**src/rtl/sch_pkg.sv**
```systemverilog
// Shared types, command codes and constants for the signed coefficient histogram.
`timescale 1ns / 1ps

package sch_pkg;

  // Default sizing of the count table
  localparam int POSITIONS_DEF = 64;
  localparam int BINS_DEF      = 2048;

  // Depth of the queue between front and back (power of two)
  localparam int Q_DEPTH = 4;

  // Command codes on the cmd port
  localparam logic [1:0] CMD_INC  = 2'd0;
  localparam logic [1:0] CMD_SET  = 2'd1;
  localparam logic [1:0] CMD_READ = 2'd2;

  // Position whose bins feed the running total
  localparam logic [5:0] TOTAL_POS = 6'd63;

  localparam logic [31:0] COUNT_MAX = 32'hFFFF_FFFF;
  localparam logic [47:0] TOTAL_MAX = 48'hFFFF_FFFF_FFFF;

  // Classified operation
  typedef enum logic [1:0] {
    OP_INC,
    OP_SET,
    OP_READ
  } op_t;

  // One classified beat travelling from front to back
  typedef struct packed {
    op_t         op;
    logic        in_range;
    logic        is_total;
    logic [31:0] new_count;
  } item_t;

endpackage

```
**src/rtl/sch_front.sv**
```systemverilog
// Front end: accepts a beat, classifies the command and forms the bin address.
`timescale 1ns / 1ps

module sch_front #(
  parameter int POSITIONS = sch_pkg::POSITIONS_DEF,
  parameter int BINS      = sch_pkg::BINS_DEF,
  parameter int AW        = $clog2(POSITIONS * 2 * BINS)
) (
  input  logic                clk,
  input  logic                rst,
  input  logic                accept,
  input  logic [1:0]          cmd,
  input  logic [5:0]          coef_index,
  input  logic                was_positive,
  input  logic [10:0]         magnitude,
  input  logic [31:0]         new_count,
  output logic                f_valid,
  output sch_pkg::item_t      f_item,
  output logic [AW-1:0]       f_addr
);

  sch_pkg::item_t item_next;
  logic [6:0]     row;
  logic [AW-1:0]  row_base;
  logic [AW-1:0]  addr_next;

  // Decode the command; the unused code behaves as a read
  always_comb begin
    item_next.new_count = new_count;
    item_next.in_range  = (int'(coef_index) < POSITIONS) && (int'(magnitude) < BINS);
    item_next.is_total  = (coef_index == sch_pkg::TOTAL_POS);
    case (cmd)
      sch_pkg::CMD_INC:  item_next.op = sch_pkg::OP_INC;
      sch_pkg::CMD_SET:  item_next.op = sch_pkg::OP_SET;
      sch_pkg::CMD_READ: item_next.op = sch_pkg::OP_READ;
      default:           item_next.op = sch_pkg::OP_READ;
    endcase
  end

  // Row is position and side; each row holds BINS counters
  assign row       = {coef_index, was_positive};
  assign row_base  = AW'(row) * AW'(BINS);
  assign addr_next = row_base + AW'(magnitude);

  always_ff @(posedge clk) begin
    if (rst) begin
      f_valid <= 1'b0;
    end else begin
      f_valid <= accept;
    end
  end

  always_ff @(posedge clk) begin
    if (accept) begin
      f_item <= item_next;
      f_addr <= addr_next;
    end
  end

endmodule

```
**config.mk**
```make
export PLATFORM = sky130hd
export DESIGN_NAME = sch_front
export DESIGN_NICKNAME = d
export VERILOG_FILES = /design/src/rtl/sch_pkg.sv /design/src/rtl/sch_front.sv
export SDC_FILE = /design/constraint.sdc
export NUM_CORES = 1
export LEC_CHECK = 0
export BUFFER_PORTS_ARGS = -buffer_cell sky130_fd_sc_hd__buf_2
export CAP_MARGIN = 20
export CORE_MARGIN = 4
export CORE_UTILIZATION = 36
export DETAILED_ROUTE_END_ITERATION = 12
export PLACE_DENSITY = 0.73
export SYNTH_ARGS = -nofsm -noshare
export SYNTH_HDL_FRONTEND = slang
export SYNTH_SLANG_ARGS = --single-unit
```
**constraint.sdc**
```tcl
create_clock -name clk -period 0.8 [get_ports clk]
set_clock_uncertainty 0.05 [all_clocks]
set_input_delay 0.16 -clock clk [delete_from_list [all_inputs] [get_ports clk]]
set_output_delay 0.16 -clock clk [all_outputs]
set_load 0.05 [all_outputs]
```
==> results.tsv <==
metric	value	unit
Leakage Power	1.44	nW
post-detailed-placement cell area	2300	um^2
Levels on crit path	1	
Slew Viols, Final	0	
port bufs	108	
area delta synth->final	97.1	%
number of buffers added by the clock tree synthesis step	5	
CP Capture Type	primary output	
wire length per cell	19.2	um
number of vias per cell after detailed routing	4.43	
setup repair after global routing missed its margin	true	
synthesized instance count	62	
post-synthesis average cell area	26.7	um^2
DIE HEIGHT	75.8	um
maximum capacitance violations	0	
share of layout cells above drive strength 1	50.4	%
Crit-path slowest cell	sky130_fd_sc_hd__edfxtp_1	
DRT iter0 DRCs	65	
Final Worst Setup Slack	-0.326	ns
die boundary width	75.8	um
post-route cell area	3260	um^2
GRT Overall Usage	18.8	%
#FFs+latches synth	54	
first-pass GRT wire length	7510	um
number of detailed-route iterations in the first pass	4	
delay of the slowest cell on the worst path	0.43	ns
Top delay family on crit path	flip-flops	
Setup crit start	f_addr[9]	
Synthesis Warnings	0	
number of antenna repair diodes	0	
fraction of the cycle the final worst path needs	141	%
violations in the final reports	negative setup slack	
final critical delay including setup and external delays	1.13	ns
HPWL after DPL	2820	um
post-detailed-route DRC marker count	0	
# rows	24	
endpoint arrival time on the critical path	0.92	ns
register clock-pin slew on the reported worst setup and hold paths	0.09	ns
via count of the first global-routing pass	1463	
clock tree sinks	54	
Net count, final	278	
count of vias placed by the detailed router	1222	
net count after synthesis	117	
crit-path cells	buf_6	
Tightest Hold Check Type	in2reg	
H-tree lvl count	2	
class of the most critical setup path	reg2out	
io pins	110	
number of antenna violations at the first check in global routing	0	
outcome	complete, but fails checks	
starting density of the core	37.4	%
ANT nets after route	0	
commonest non-fill, non-tap cells in the layout	53 x sky130_fd_sc_hd__edfxtp_1, 53 x sky130_fd_sc_hd__buf_6, 47 x sky130_fd_sc_hd__buf_2	
highest achievable clock rate	888	MHz
sort of element at the start of the critical path	register	
hold violation total from the final report	0	
pin count of the biggest net entering global routing	24	
critical path buffer and inverter count	1	
total power per unit cell area	2130	nW/um^2
Die ar.	5740	um^2
portion of the post-synthesis area used by sequential elements	97.5	%
total length of routed wires	5290	um
clock tree from TritonCTS	built	
count of distinct cell types in the synthesized netlist	9	
count of endpoints failing setup in the final report	73	
overflow left after global routing	0	
RePlAce Congestion	0.710	
highest ir drop seen on vdd	1.64	mV
Critical Path Fanout Max	1	
required arrival time at the worst endpoint	0.59	ns
root cell of the clock tree	sky130_fd_sc_hd__clkbuf_8	
last element of the critical path	f_addr[9]	
Hold Slack	0.0181	ns
combined area of all synthesized cells	1650	um^2
number of buffers between clock root and the deepest sink	2	
post-CTS setup-driven buffer insertion count	0	
Placeable Area	4410	um^2
state kept, by name, summed over array words and instances, names as in the netlist:
register	count
f_addr	18
f_item	35
f_valid	1
what timing repair did:
item / CTS / global route
pin swaps: 0 / 0
gates resized for setup: 109 / 12
hold buffers: 50 / 4
hold endpoints to repair: 50 / 4
setup endpoints to repair: 54 / 75
layer usage:
layer	track usage (%)	routed length, um	vias up
met4	5.24	47	0
met2	34.2	2890	71
met1	19.2	1790	588
met3	8.58	568	4
li1	-	-	559
met5	0	0	-
worst min path at each step:
stage	start	endpoint	slack [ns]	depth (start not counted)
floorplan	rst	f_valid	0.18	1
global placement	rst	f_valid	0.28	2
detailed placement	rst	f_valid	0.28	2
CTS	coef_index[3]	f_addr[15]	0.002	1
global route	coef_index[4]	f_addr[16]	0.002	1
finish	coef_index[4]	f_addr[16]	0.02	1
kinds of logic (layout without fill, tap and decap cells):
kind of cell	count (synthesis)	in the layout	share of synthesized area, %
other cells	1	1	0.227
flops	54	54	97.5
buf+inv	2	164	0.681
simple gates	5	5	1.59
Yosys cell counts:
cell / count / share of area (%)
sky130_fd_sc_hd__edfxtp_1: 53 / 96
sky130_fd_sc_hd__nor2b_1: 2 / 0.76
sky130_fd_sc_hd__buf_4: 1 / 0.45
sky130_fd_sc_hd__clkbuf_1: 1 / 0.23
sky130_fd_sc_hd__conb_1: 1 / 0.23
sky130_fd_sc_hd__dfxtp_1: 1 / 1.2
sky130_fd_sc_hd__nand2_1: 1 / 0.23
sky130_fd_sc_hd__nand4_1: 1 / 0.38
sky130_fd_sc_hd__nor2_1: 1 / 0.23
through the flow:
step / total power (W) / cells / util, % / TNS [ns] / setup WS, ns
CTS: 0.00693 / 282 / 73.7 / -15.07 / -0.306
detailed placement: 0.00469 / 224 / 52.2 / -5.20 / -0.106
global placement: 0.00466 / 224 / 52.2 / -3.41 / -0.0767
global route: 0.00715 / 276 / 73.8 / -16.97 / -0.358
finish: 0.00693 / 276 / 73.8 / -15.22 / -0.326
floorplan: 0.00427 / 62 / - / -0.562 / -0.0106
report_power, final:
part	total (W)	leakage [nW]	switching, W	internal [W]
registers	0.00347	0.527	0.000114	0.00335
clock network	0.00177	0.0514	0.000835	0.000934
logic	0.00169	0.864	0.00101	0.000677
area by class of cell:
type | count | area [um^2]
sequential | 54 | 1610
timing repair buffer | 156 | 1440
fill | 227 | 1160
clock buffer | 6 | 72.6
tap | 52 | 65.1
clock inverter | 2 | 37.5
multi-input combinational | 6 | 30.0
(Power assumes the default switching activity.)
