===== src/rtl/sch_pkg.sv =====
// Shared types, command codes and constants for the signed coefficient histogram.
`timescale 1ns / 1ps

package sch_pkg;

  // Default sizing of the count table
  localparam int POSITIONS_DEF = 64;
  localparam int BINS_DEF      = 2048;

  // Depth of the queue between front and back (power of two)
  localparam int Q_DEPTH = 4;

  // Command codes on the cmd port
  localparam logic [1:0] CMD_INC  = 2'd0;
  localparam logic [1:0] CMD_SET  = 2'd1;
  localparam logic [1:0] CMD_READ = 2'd2;

  // Position whose bins feed the running total
  localparam logic [5:0] TOTAL_POS = 6'd63;

  localparam logic [31:0] COUNT_MAX = 32'hFFFF_FFFF;
  localparam logic [47:0] TOTAL_MAX = 48'hFFFF_FFFF_FFFF;

  // Classified operation
  typedef enum logic [1:0] {
    OP_INC,
    OP_SET,
    OP_READ
  } op_t;

  // One classified beat travelling from front to back
  typedef struct packed {
    op_t         op;
    logic        in_range;
    logic        is_total;
    logic [31:0] new_count;
  } item_t;

endpackage


===== src/rtl/sch_queue.sv =====
// Short FIFO that decouples the front end from the read-modify-write back end.
`timescale 1ns / 1ps

module sch_queue #(
  parameter int AW = 18
) (
  input  logic                                  clk,
  input  logic                                  rst,
  input  logic                                  push,
  input  sch_pkg::item_t                        push_item,
  input  logic [AW-1:0]                         push_addr,
  input  logic                                  pop,
  output logic                                  q_valid,
  output sch_pkg::item_t                        q_item,
  output logic [AW-1:0]                         q_addr,
  output logic [$clog2(sch_pkg::Q_DEPTH+1)-1:0] count
);

  localparam int PW = $clog2(sch_pkg::Q_DEPTH);
  localparam int CW = $clog2(sch_pkg::Q_DEPTH + 1);

  sch_pkg::item_t items [sch_pkg::Q_DEPTH];
  logic [AW-1:0]  addrs [sch_pkg::Q_DEPTH];
  logic [PW-1:0]  wr_ptr;
  logic [PW-1:0]  rd_ptr;

  assign q_valid = (count != '0);
  assign q_item  = items[rd_ptr];
  assign q_addr  = addrs[rd_ptr];

  // Pointers and fill level
  always_ff @(posedge clk) begin
    if (rst) begin
      wr_ptr <= '0;
      rd_ptr <= '0;
      count  <= '0;
    end else begin
      if (push) wr_ptr <= wr_ptr + PW'(1);
      if (pop)  rd_ptr <= rd_ptr + PW'(1);
      count <= count + CW'(push) - CW'(pop);
    end
  end

  always_ff @(posedge clk) begin
    if (push) begin
      items[wr_ptr] <= push_item;
      addrs[wr_ptr] <= push_addr;
    end
  end

  // No push into a full queue unless a beat leaves in the same cycle
  a_no_overflow: assert property (@(posedge clk) disable iff (rst)
    (push && (count == CW'(sch_pkg::Q_DEPTH))) |-> pop)
    else $error("queue overflow");

  // No pop from an empty queue
  a_no_underflow: assert property (@(posedge clk) disable iff (rst)
    pop |-> (count != '0))
    else $error("queue underflow");

  // Fill level goes up by one on a push without a pop
  a_count_track: assert property (@(posedge clk) disable iff (rst)
    (push && !pop) |=> (count == $past(count) + CW'(1)))
    else $error("queue count mismatch");

endmodule


===== config.mk =====
export PLATFORM = sky130hd
export DESIGN_NAME = sch_queue
export DESIGN_NICKNAME = d
export VERILOG_FILES = /design/src/rtl/sch_pkg.sv /design/src/rtl/sch_queue.sv
export SDC_FILE = /design/constraint.sdc
export NUM_CORES = 1
export LEC_CHECK = 0
export BUFFER_PORTS_ARGS = -buffer_cell sky130_fd_sc_hd__buf_2
export CAP_MARGIN = 10
export CORE_ASPECT_RATIO = 1.5
export CORE_MARGIN = 2
export CORE_UTILIZATION = 51
export DETAILED_ROUTE_END_ITERATION = 8
export HOLD_SLACK_MARGIN = 0.15
export PLACE_DENSITY = 0.71
export RECOVER_POWER = 100
export SYNTH_ARGS = -nofsm -noshare
export SYNTH_HDL_FRONTEND = slang
export SYNTH_SLANG_ARGS = --single-unit
export TNS_END_PERCENT = 100

===== constraint.sdc =====
create_clock -name clk -period 2.3 [get_ports clk]
set_input_delay 0.345 -clock clk [delete_from_list [all_inputs] [get_ports clk]]
set_output_delay 0.345 -clock clk [all_outputs]
set_load 0.1 [all_outputs]

==> results.sh, run 1 <==
export IMPL_power_switching_mw=3.077
export IMPL_pin_count_of_the_biggest_net_entering_global_routing=37
export IMPL_ys_async_sr_fraction=0
export IMPL_timing_worst_setup_path_type="register to primary output"
export IMPL_synth_cell_types=21
export IMPL_die_area_sq_mm=0.01732
export IMPL_critPathRequiredTime_ps=1960
export IMPL_finalMaxSlewViolations=0
export IMPL_place_detailed_hpwl_um=8816
export IMPL_critical_path_max_stage_delay_ps=540
export IMPL_gpl_final_weighted_congestion=0.6986
export IMPL_synth_seq_cells=225
export IMPL_cap_viol_max_count=0
export IMPL_critPathCaptureType="primary output"
export IMPL_finalCriticalPeriod_ps=2269
export IMPL_final_setup_tns_ps=0
export IMPL_total_leakage_power_nw=3.629
export IMPL_seq_total_area_yosys=0.8039
export IMPL_clock_fmax_mhz=440.8
export IMPL_gr_max_usage_layer="met2"
export IMPL_post_synth_xor_area_fraction=0.004979
export IMPL_initial_core_util=0.5168
export IMPL_setup_repair_after_global_routing_missed_its_margin="true"
export IMPL_run_status="complete, no violations"
export IMPL_post_dp_cell_area_sq_mm=0.009223
export IMPL_clk_transition_reported_paths_ps=60
export IMPL_die_width_um=108.1
export IMPL_synthesis_area_per_instance_sq_um=25.67
export IMPL_cts_buffers=20
export IMPL_synthToLayoutAreaGrowth_pct=30.37
export IMPL_min_from="pop"
export IMPL_netSwitchingFraction=0.2897
export IMPL_cellPowerDensity_mw_per_mm2=982.6
export IMPL_path_max_fanout=12
export IMPL_std_cell_rows=57
export IMPL_cell_type_with_the_largest_total_area_after_synthesis="edfxtp_1"
export IMPL_adder_and_majority_gate_portion_of_the_synthesized_area=0.01147
export IMPL_largest_family_of_logic_cells_by_synthesized_area="multiplexers"
export IMPL_vias_per_cell=5.341
export IMPL_detail_route_drc_violations=0
export IMPL_cts_root_to_sink_buffers=3
export IMPL_finalSetupViolations=0
export IMPL_drt_initial_drc_count=188
export IMPL_route_vias_total=3974
export IMPL_routed_wirelength_um=15490
export IMPL_grt_met1_usage=0.2204
export IMPL_timing_critical_path_cells="bufbuf_16 > mux4_2 > buf_6"
export IMPL_final_area_sq_mm=0.01081
export IMPL_ys_warnings_count=0
export IMPL_path_delay_family="multiplexers"
export IMPL_crit_path_top_delay_cell="mux4_2"
export IMPL_globalRoute_totalOverflow=0
export IMPL_synth_net_count=388
export IMPL_clk_insertion_delay_late_ps=490
export IMPL_ant_nets=0
export IMPL_core_area_sq_mm=0.01605
export IMPL_wire_length_of_the_first_global_routing_pass_um=23520
export IMPL_least_margin_pin_slew_ps=1237
export IMPL_ys_top_cells_by_count="edfxtp_1 (216), mux4_2 (50), dfxtp_1 (9)"
export IMPL_synth_flop_cell="edfxtp_1"
export IMPL_worst_setup_path_start_kind="register"
export IMPL_class_of_the_worst_hold_path="input pin to register"
export IMPL_timing_critical_path_buf_inv=2
export IMPL_antenna_found_initial=1
export IMPL_final_layout_size_suffix_gt1_frac=0.3054
export IMPL_layout_nets=589
export IMPL_period_share=0.9864
export IMPL_post_synth_mux_area_share=0.1497
export IMPL_p_int_mw=7.547
export IMPL_power_frac_clock=0.327
export IMPL_clock_sinks=225
export IMPL_synth_top_area_share=0.7821
export IMPL_cts_tree="done"
export IMPL_worst_r2r_startpoint="wr_ptr[0]$_SDFFE_PP0P_"
export IMPL_ctsRootBufferMaster="clkbuf_16"
export IMPL_clock_skew_final_ps=9.141
export IMPL_slew_limit_headroom=0.1755
export IMPL_whs_ps=220.8
export IMPL_yosys_area_share_simple=0.008449
export IMPL_power_sequential_fraction=0.449
export IMPL_avgRoutedWirePerCell_um=20.82
export IMPL_synth_edf_count=216
export IMPL_die_h_um=160.2
export IMPL_synth_cell_area_sq_mm=0.008293
export IMPL_synth_compound_gate_area_share=0.001811
export IMPL_globalRouteMet3Util=0.02816
export IMPL_cp_data_arrival_time_ps=1920
export IMPL_number_of_levels_in_the_clock_h_tree=1
export IMPL_final_hold_viol_count=0
export IMPL_syn_instance_count=323
export IMPL_drtPass1Iterations=4
export IMPL_ir_worst_vdd_mv=0.7312
export IMPL_gr_usage_met2=0.3299
export IMPL_grt_pass1_vias=4363
export IMPL_io_pins=116
export IMPL_gr_usage_all_layers=0.1819
export IMPL_synth_top_cells_by_area="edfxtp_1 (78%), mux4_2 (14%), dfxtp_1 (2.2%), mux4_1 (1.3%), buf_12 (1.2%)"
export IMPL_placement_io_buffers=115
export IMPL_comb_power_share=0.224
export IMPL_synthMostInstantiatedCell="edfxtp_1"
-- path summary, 6_finish.rpt --
kind / to / slack (ps) / cells past startpoint
setup / recovery: q_item[9] / 30 / 3
hold / removal: register / 220 / 3
setup reg to reg: items[1][17]$_DFFE_PP_ / 140 / 3
hold reg to reg: register / 560 / 2
-- layout by cell type, fill, tap and decap left out, types with 3 or more instances in the layout --
cell / count
dfxtp_1: 7
clkbuf_1: 61
clkbuf_16: 23
clkbuf_2: 8
inv_1: 6
buf_2: 3
buf_12: 8
buf_4: 8
nor2_1: 5
bufinv_16: 4
edfxtp_1: 216
buf_6: 45
clkinv_1: 3
and2_0: 3
mux4_2: 53
dlygate4sd3_1: 55
ha_1: 6
-- metrics by stage --
stage | worst slack (ps) | util | total power [mW] | cells
4_1_cts | -48.48 | 0.6734 | 10.66 | 741
5_1_grt | -30.32 | 0.6738 | 10.95 | 744
2_1_floorplan | 58.82 | - | 6.551 | 323
3_5_place_dp | 360.3 | 0.5747 | 6.931 | 645
6_report | 31.20 | 0.6738 | 10.62 | 744
3_3_place_gp | 377.1 | 0.5747 | 6.891 | 645
-- power groups by stage --
stage | sequential, mW | clock (mW) | combinational (mW)
CTS | 4.77 | 3.54 | 2.35
global route | 4.78 | 3.70 | 2.47
detailed placement | 4.86 | 0 | 2.07
floorplan | 4.95 | 0 | 1.60
finish | 4.77 | 3.47 | 2.38
global placement | 4.84 | 0 | 2.05
-- state kept, by name, summed over array words and instances, names as in the netlist, named ones only --
register  flops
addrs        72
count         3
items       144
rd_ptr        2
wr_ptr        2
-- routing by layer --
layer / vias up / share of wire
li1: 1772 / -
met1: 2068 / 0.39
met4: 0 / 0.023
met5: - / 0
met2: 108 / 0.55
met3: 26 / 0.042
-- cell type report --
| cell class | count | area (sq um) |
|---|---|---|
| Clock inverter | 10 | 150.1 |
| Inverter | 6 | 22.52 |
| Timing Repair Buffer | 191 | 1714 |
| Tap cell | 206 | 257.7 |
| Sequential cell | 225 | 6671 |
| Antenna cell | 1 | 2.502 |
| Clock buffer | 25 | 540.5 |
| Fill cell | 1064 | 5235 |
| Multi-Input combinational cell | 80 | 1453 |
-- cell families (layout without fill, tap and decap cells) --
logic type               Yosys count  in the layout
adder cells (fa/ha/maj)            7              7
XOR/XNOR                           3              3
flip-flops                       225            225
AND/OR/NAND/NOR                   13             13
AO/OA/AOI/OAI                      2              2
buffers and inverters             18            232
multiplexers                      55             55
other                              0              1
-- tightest hold or removal path, stage by stage --
cell and delay, ps:
buf_2 140, nand3b_1 90, a21oi_1 80
-- repair_timing --
| item | 4_1_cts | 5_1_grt |
|---|---|---|
| hold endpoints to repair | 225 | 0 |
| hold buffers | 55 | 0 |
| cloned | 2 | 2 |
| gates resized for setup | 82 | 27 |
| endpoints found under the setup margin | 49 | 50 |
| setup buffers | 4 | 0 |
No activity file was read; power rests on OpenSTA's default activity.
==> run 2, diff against run 1 <==
- CORE_ASPECT_RATIO: 1.5 -> 0.8
==> run 2 against run 1 <==
The flow now finishes with violations (setup timing). Utilization is 1.6 points higher. Routed wire length is 2.3% lower. Worst hold slack worse by 27 ps. Count of clock-buffer cells in the layout stayed put. Non-clock buffer count is 2 lower. Sequential cell count stayed put. Critical endpoint is now q_item[21]. Largest cell class unchanged.
==> results.sh, run 2 (synthesized netlist as in run 1, its figures left out) <==
export IMPL_drtPass1Iterations=4
export IMPL_pin_count_of_the_biggest_net_entering_global_routing=32
export IMPL_cts_tree="done"
export IMPL_die_area_sq_mm=0.01730
export IMPL_antennaDiodeCount=0
export IMPL_clock_sinks=225
export IMPL_class_of_the_worst_hold_path="input pin to register"
export IMPL_io_pins=116
export IMPL_routed_wirelength_um=15140
export IMPL_period_share=1.006
export IMPL_layout_common_cells="edfxtp_1 (216), clkbuf_1 (57), dlygate4sd3_1 (55), mux4_2 (52), buf_6 (37)"
export IMPL_final_area_sq_mm=0.01094
export IMPL_ctsRootBufferMaster="clkbuf_16"
export IMPL_finish_utilization=0.6901
export IMPL_largest_register_ffs=144
export IMPL_initial_core_util=0.5232
export IMPL_final_hold_viol_count=0
export IMPL_cp_data_arrival_time_ps=1970
export IMPL_antenna_found_initial=0
export IMPL_setup_repair_after_global_routing_missed_its_margin="true"
export IMPL_violations="setup timing"
export IMPL_layout_commonest_cell="edfxtp_1"
export IMPL_critPathCaptureType="primary output"
export IMPL_gr_usage_all_layers=0.1797
export IMPL_finalCriticalPeriod_ps=2313
export IMPL_post_dp_cell_area_sq_mm=0.009134
export IMPL_largestRegisters="items: 144 flops, addrs: 72 flops, count: 3 flops"
export IMPL_die_width_um=146.6
export IMPL_min_from="pop"
export IMPL_avgRoutedWirePerCell_um=20.05
export IMPL_clock_skew_final_ps=8.824
export IMPL_route_vias_total=3959
export IMPL_whs_ps=194.1
export IMPL_top_register="items"
export IMPL_detail_route_drc_violations=0
export IMPL_grt_pass1_vias=4244
export IMPL_number_of_levels_in_the_clock_h_tree=1
export IMPL_timing_worst_setup_path_type="register to primary output"
export IMPL_wire_length_of_the_first_global_routing_pass_um=23500
export IMPL_run_status="finished, violations left"
export IMPL_drt_initial_drc_count=208
export IMPL_clk_transition_reported_paths_ps=60
export IMPL_clk_insertion_delay_late_ps=490
export IMPL_cap_viol_max_count=0
export IMPL_worst_setup_path_start_kind="register"
export IMPL_gpl_final_weighted_congestion=0.6953
export IMPL_vias_per_cell=5.244
export IMPL_finalMaxSlewViolations=0
export IMPL_globalRoute_totalOverflow=0
export IMPL_final_layout_size_suffix_gt1_frac=0.3241
export IMPL_ant_nets=0
export IMPL_core_area_sq_mm=0.01585
export IMPL_least_margin_pin_slew_ps=954.1
export IMPL_layout_nets=589
export IMPL_std_cell_rows=41
export IMPL_clock_fmax_mhz=432.4
export IMPL_finalSetupViolations=1
export IMPL_layout_setup_ws_ps=-12.87
export IMPL_place_detailed_hpwl_um=8385
export IMPL_worst_r2r_startpoint="wr_ptr[0]$_SDFFE_PP0P_"
export IMPL_die_h_um=118.1
export IMPL_cts_buffers=22
export IMPL_path_max_fanout=8
export IMPL_total_leakage_power_nw=3.690
export IMPL_slew_limit_headroom=0.3639
export IMPL_ir_worst_vdd_mv=0.7254
export IMPL_synthToLayoutAreaGrowth_pct=31.91
export IMPL_cts_root_to_sink_buffers=3
export IMPL_critPathRequiredTime_ps=1960
export IMPL_cellPowerDensity_mw_per_mm2=1033
export IMPL_placement_io_buffers=115
run 2: cell types whose count changed in the layout (fill, tap and decap cells not counted), moves of 2 or more:
cell,delta
clkinvlp_4,+3
clkbuf_1,-4
buf_4,+4
and2_2,+3
clkinv_1,-2
buf_16,+2
buf_6,-8
clkbuf_2,+4
and2_0,-3
bufinv_16,+4
run 2: metrics by stage:
stage | instances | setup slack [ps] | TNS (ps) | power, mW
2_1_floorplan | 323 | 58.82 | 0 | 6.551
3_3_place_gp | 653 | 377.4 | 0 | 6.858
3_5_place_dp | 653 | 348.5 | 0 | 6.891
4_1_cts | 753 | -68.12 | -394.7 | 11.35
5_1_grt | 755 | -72.58 | -546.2 | 11.65
6_report | 755 | -12.87 | -12.87 | 11.30
run 2: worst paths after layout:
check                          endpoint  slack (ps)  depth (start not counted)
setup / recovery             q_item[21]         -10                          4
hold / removal                 register         190                          3
setup reg to reg  addrs[2][7]$_DFFE_PP_         380                          4
hold reg to reg                register         540                          2
run 2: critical path, cell delays in order, from the launching register on:
cell and delay [ps]:
dfxtp_4 430, buf_12 140, buf_16 150, mux4_2 560, buf_12 190
run 2: where the power goes:
part	switching, mW	internal [mW]
Combinational	1.64	0.700
Clock	1.45	2.72
Sequential	0.0684	4.71
run 2: repair_timing:
action,4_1_cts,5_1_grt
gates resized for setup,83,29
hold buffers,55,0
hold endpoints to repair,225,0
gates cloned,3,1
endpoints found under the setup margin,53,40
buffers inserted,2,1
run 2: layout make-up:
cell class,count,area (sq um)
flip-flops and latches,225,6674
inverters,6,22.52
fillers,1022,4912
clock inverters,15,281.5
clock buffers,25,583.1
well taps,215,269.0
repair buffers,189,1649
multi-input cells,80,1460
run 2: routing by layer:
metal / GRT usage / vias up / wire [um]
met2: 0.2992 / 104 / 7482
met4: 0.03580 / 0 / 237
met3: 0.03992 / 23 / 673
li1: - / 1778 / -
met5: 0 / - / 0
met1: 0.2499 / 2054 / 6745
==> run 3, diff against run 2 <==
- SKIP_CTS_REPAIR_TIMING: not set -> 1
==> run 3 against run 2 <==
The run now ends clean. Power is 0.24% lower. Clock skew is 2.5 ps lower. Maximum frequency is 1.3% higher. Largest cell class unchanged. Largest power group unchanged. Highest routed layer unchanged.
==> results.sh, run 3 (synthesized netlist as in run 1, its figures left out) <==
export IMPL_clk_transition_reported_paths_ps=60
export IMPL_die_h_um=118.1
export IMPL_finalSetupViolations=0
export IMPL_finalCriticalPeriod_ps=2284
export IMPL_routed_wirelength_um=15400
export IMPL_clk_insertion_delay_late_ps=490
export IMPL_initial_core_util=0.5232
export IMPL_grt_pass1_vias=3993
export IMPL_final_setup_tns_ps=0
export IMPL_largest_register_ffs=144
export IMPL_wire_length_of_the_first_global_routing_pass_um=21820
export IMPL_antennaDiodeCount=0
export IMPL_cellPowerDensity_mw_per_mm2=1033
export IMPL_final_area_sq_mm=0.01090
export IMPL_largestRegisters="items: 144 flops, addrs: 72 flops, count: 3 flops"
export IMPL_ir_worst_vdd_mv=0.7345
export IMPL_timing_critical_path_cells="buf_12 > buf_16 > mux4_1 > buf_6"
export IMPL_die_area_sq_mm=0.01730
export IMPL_route_vias_total=3993
export IMPL_slew_limit_headroom=0.3652
export IMPL_cts_buffers=22
export IMPL_critPathCaptureType="primary output"
export IMPL_globalRoute_totalOverflow=0
export IMPL_run_status="complete, no violations"
export IMPL_power_frac_clock=0.370
export IMPL_layout_nets=590
export IMPL_synthToLayoutAreaGrowth_pct=31.49
export IMPL_gpl_final_weighted_congestion=0.6953
export IMPL_layout_setup_ws_ps=16.29
export IMPL_core_area_sq_mm=0.01585
export IMPL_ctsRootBufferMaster="clkbuf_16"
export IMPL_antenna_found_initial=0
export IMPL_period_share=0.9929
export IMPL_detail_route_drc_violations=0
export IMPL_total_leakage_power_nw=3.683
export IMPL_vias_per_cell=5.282
export IMPL_timing_worst_setup_path_type="register to primary output"
export IMPL_place_detailed_hpwl_um=8385
export IMPL_least_margin_pin_slew_ps=952.1
export IMPL_timing_critical_path_buf_inv=3
export IMPL_clock_sinks=225
export IMPL_final_hold_viol_count=0
export IMPL_cp_data_arrival_time_ps=1940
export IMPL_final_layout_size_suffix_gt1_frac=0.3235
export IMPL_clock_fmax_mhz=437.9
export IMPL_finalMaxSlewViolations=0
export IMPL_placement_io_buffers=115
export IMPL_gr_usage_all_layers=0.1666
export IMPL_layout_common_cells="edfxtp_1 (216), clkbuf_1 (57), dlygate4sd3_1 (55), mux4_2 (51), buf_6 (38)"
export IMPL_avgRoutedWirePerCell_um=20.37
export IMPL_worst_setup_path_start_kind="register"
export IMPL_cts_root_to_sink_buffers=3
export IMPL_comb_power_share=0.206
export IMPL_post_dp_cell_area_sq_mm=0.009134
export IMPL_power_sequential_fraction=0.424
export IMPL_ant_nets=0
export IMPL_io_pins=116
export IMPL_crit_path_top_delay_cell="mux4_1"
export IMPL_setup_slack_of_the_most_critical_reg_to_reg_path_ps=350
export IMPL_drtPass1Iterations=4
export IMPL_critical_path_max_stage_delay_ps=590
export IMPL_number_of_levels_in_the_clock_h_tree=1
export IMPL_clock_skew_final_ps=6.315
export IMPL_critPathRequiredTime_ps=1960
export IMPL_pin_count_of_the_biggest_net_entering_global_routing=32
export IMPL_drt_initial_drc_count=288
export IMPL_layout_commonest_cell="edfxtp_1"
export IMPL_fillerInstances=1024
export IMPL_path_max_fanout=8
export IMPL_power_switching_mw=3.157
export IMPL_netSwitchingFraction=0.2801
export IMPL_class_of_the_worst_hold_path="input pin to register"
export IMPL_std_cell_rows=41
export IMPL_die_width_um=146.6
export IMPL_top_register="items"
export IMPL_path_delay_family="multiplexers"
export IMPL_p_int_mw=8.112
export IMPL_cts_tree="done"
export IMPL_setup_repair_after_global_routing_missed_its_margin="true"
export IMPL_cap_viol_max_count=0
export IMPL_place_worst_setup_slack_ps=348.5
## run 3: cell count changes in the layout (fill, tap and decap cells not counted), sizes merged
cell    before  now
buf         66   64
clkbuf      93   96
## run 3: power groups by stage
stage	Sequential (mW)	Clock, mW	Combinational (mW)
after floorplan	4.95	0	1.60
after global placement	4.85	0	2.01
after CTS	4.78	4.26	2.03
final	4.78	4.17	2.32
after detailed placement	4.86	0	2.03
after global routing	4.79	4.42	2.41
## run 3: tightest hold or removal path: cells and delay by family
kind	cells	cell delay, ps
AOI/OAI and AO/OA	1	70
buffers and inverters	1	130
and+or+nand+nor	1	80
## run 3: cell type report
class | count | area (sq um) | share of cell area
repair buffers | 190 | 1610 | 0.1477
inverters | 6 | 22.52 | 0.002065
multi-input cells | 80 | 1464 | 0.1343
flip-flops and latches | 225 | 6674 | 0.6120
clock inverters | 15 | 281.5 | 0.02582
well taps | 215 | 269.0 | 0.02467
clock buffers | 25 | 583.1 | 0.05347
## run 3: metrics by stage
step           instances  hold slack [ps]    util  power [mW]
5_1_grt              756            199.1  0.6879       11.63
3_5_place_dp         653            540.1  0.5762       6.891
2_1_floorplan        323            416.6       -       6.551
3_3_place_gp         653            502.4  0.5762       6.858
6_report             756            190.3  0.6879       11.27
4_1_cts              693            46.15  0.6308       11.07
## run 3: worst paths after layout
path	from	end	depth (start not counted)
max reg2reg	wr_ptr[0]$_SDFFE_PP0P_	addrs[2][7]$_DFFE_PP_	4
max	register	q_addr[1]	4
min	pop	register	3
min reg2reg	rd_ptr[0]$_SDFFE_PP0P_	register	2
## run 3: per-layer routing
layer | part of all wire | track usage
met5 | 0 | 0
met4 | 0.013 | 0.03519
met3 | 0.048 | 0.04225
met2 | 0.49 | 0.2718
met1 | 0.45 | 0.2320
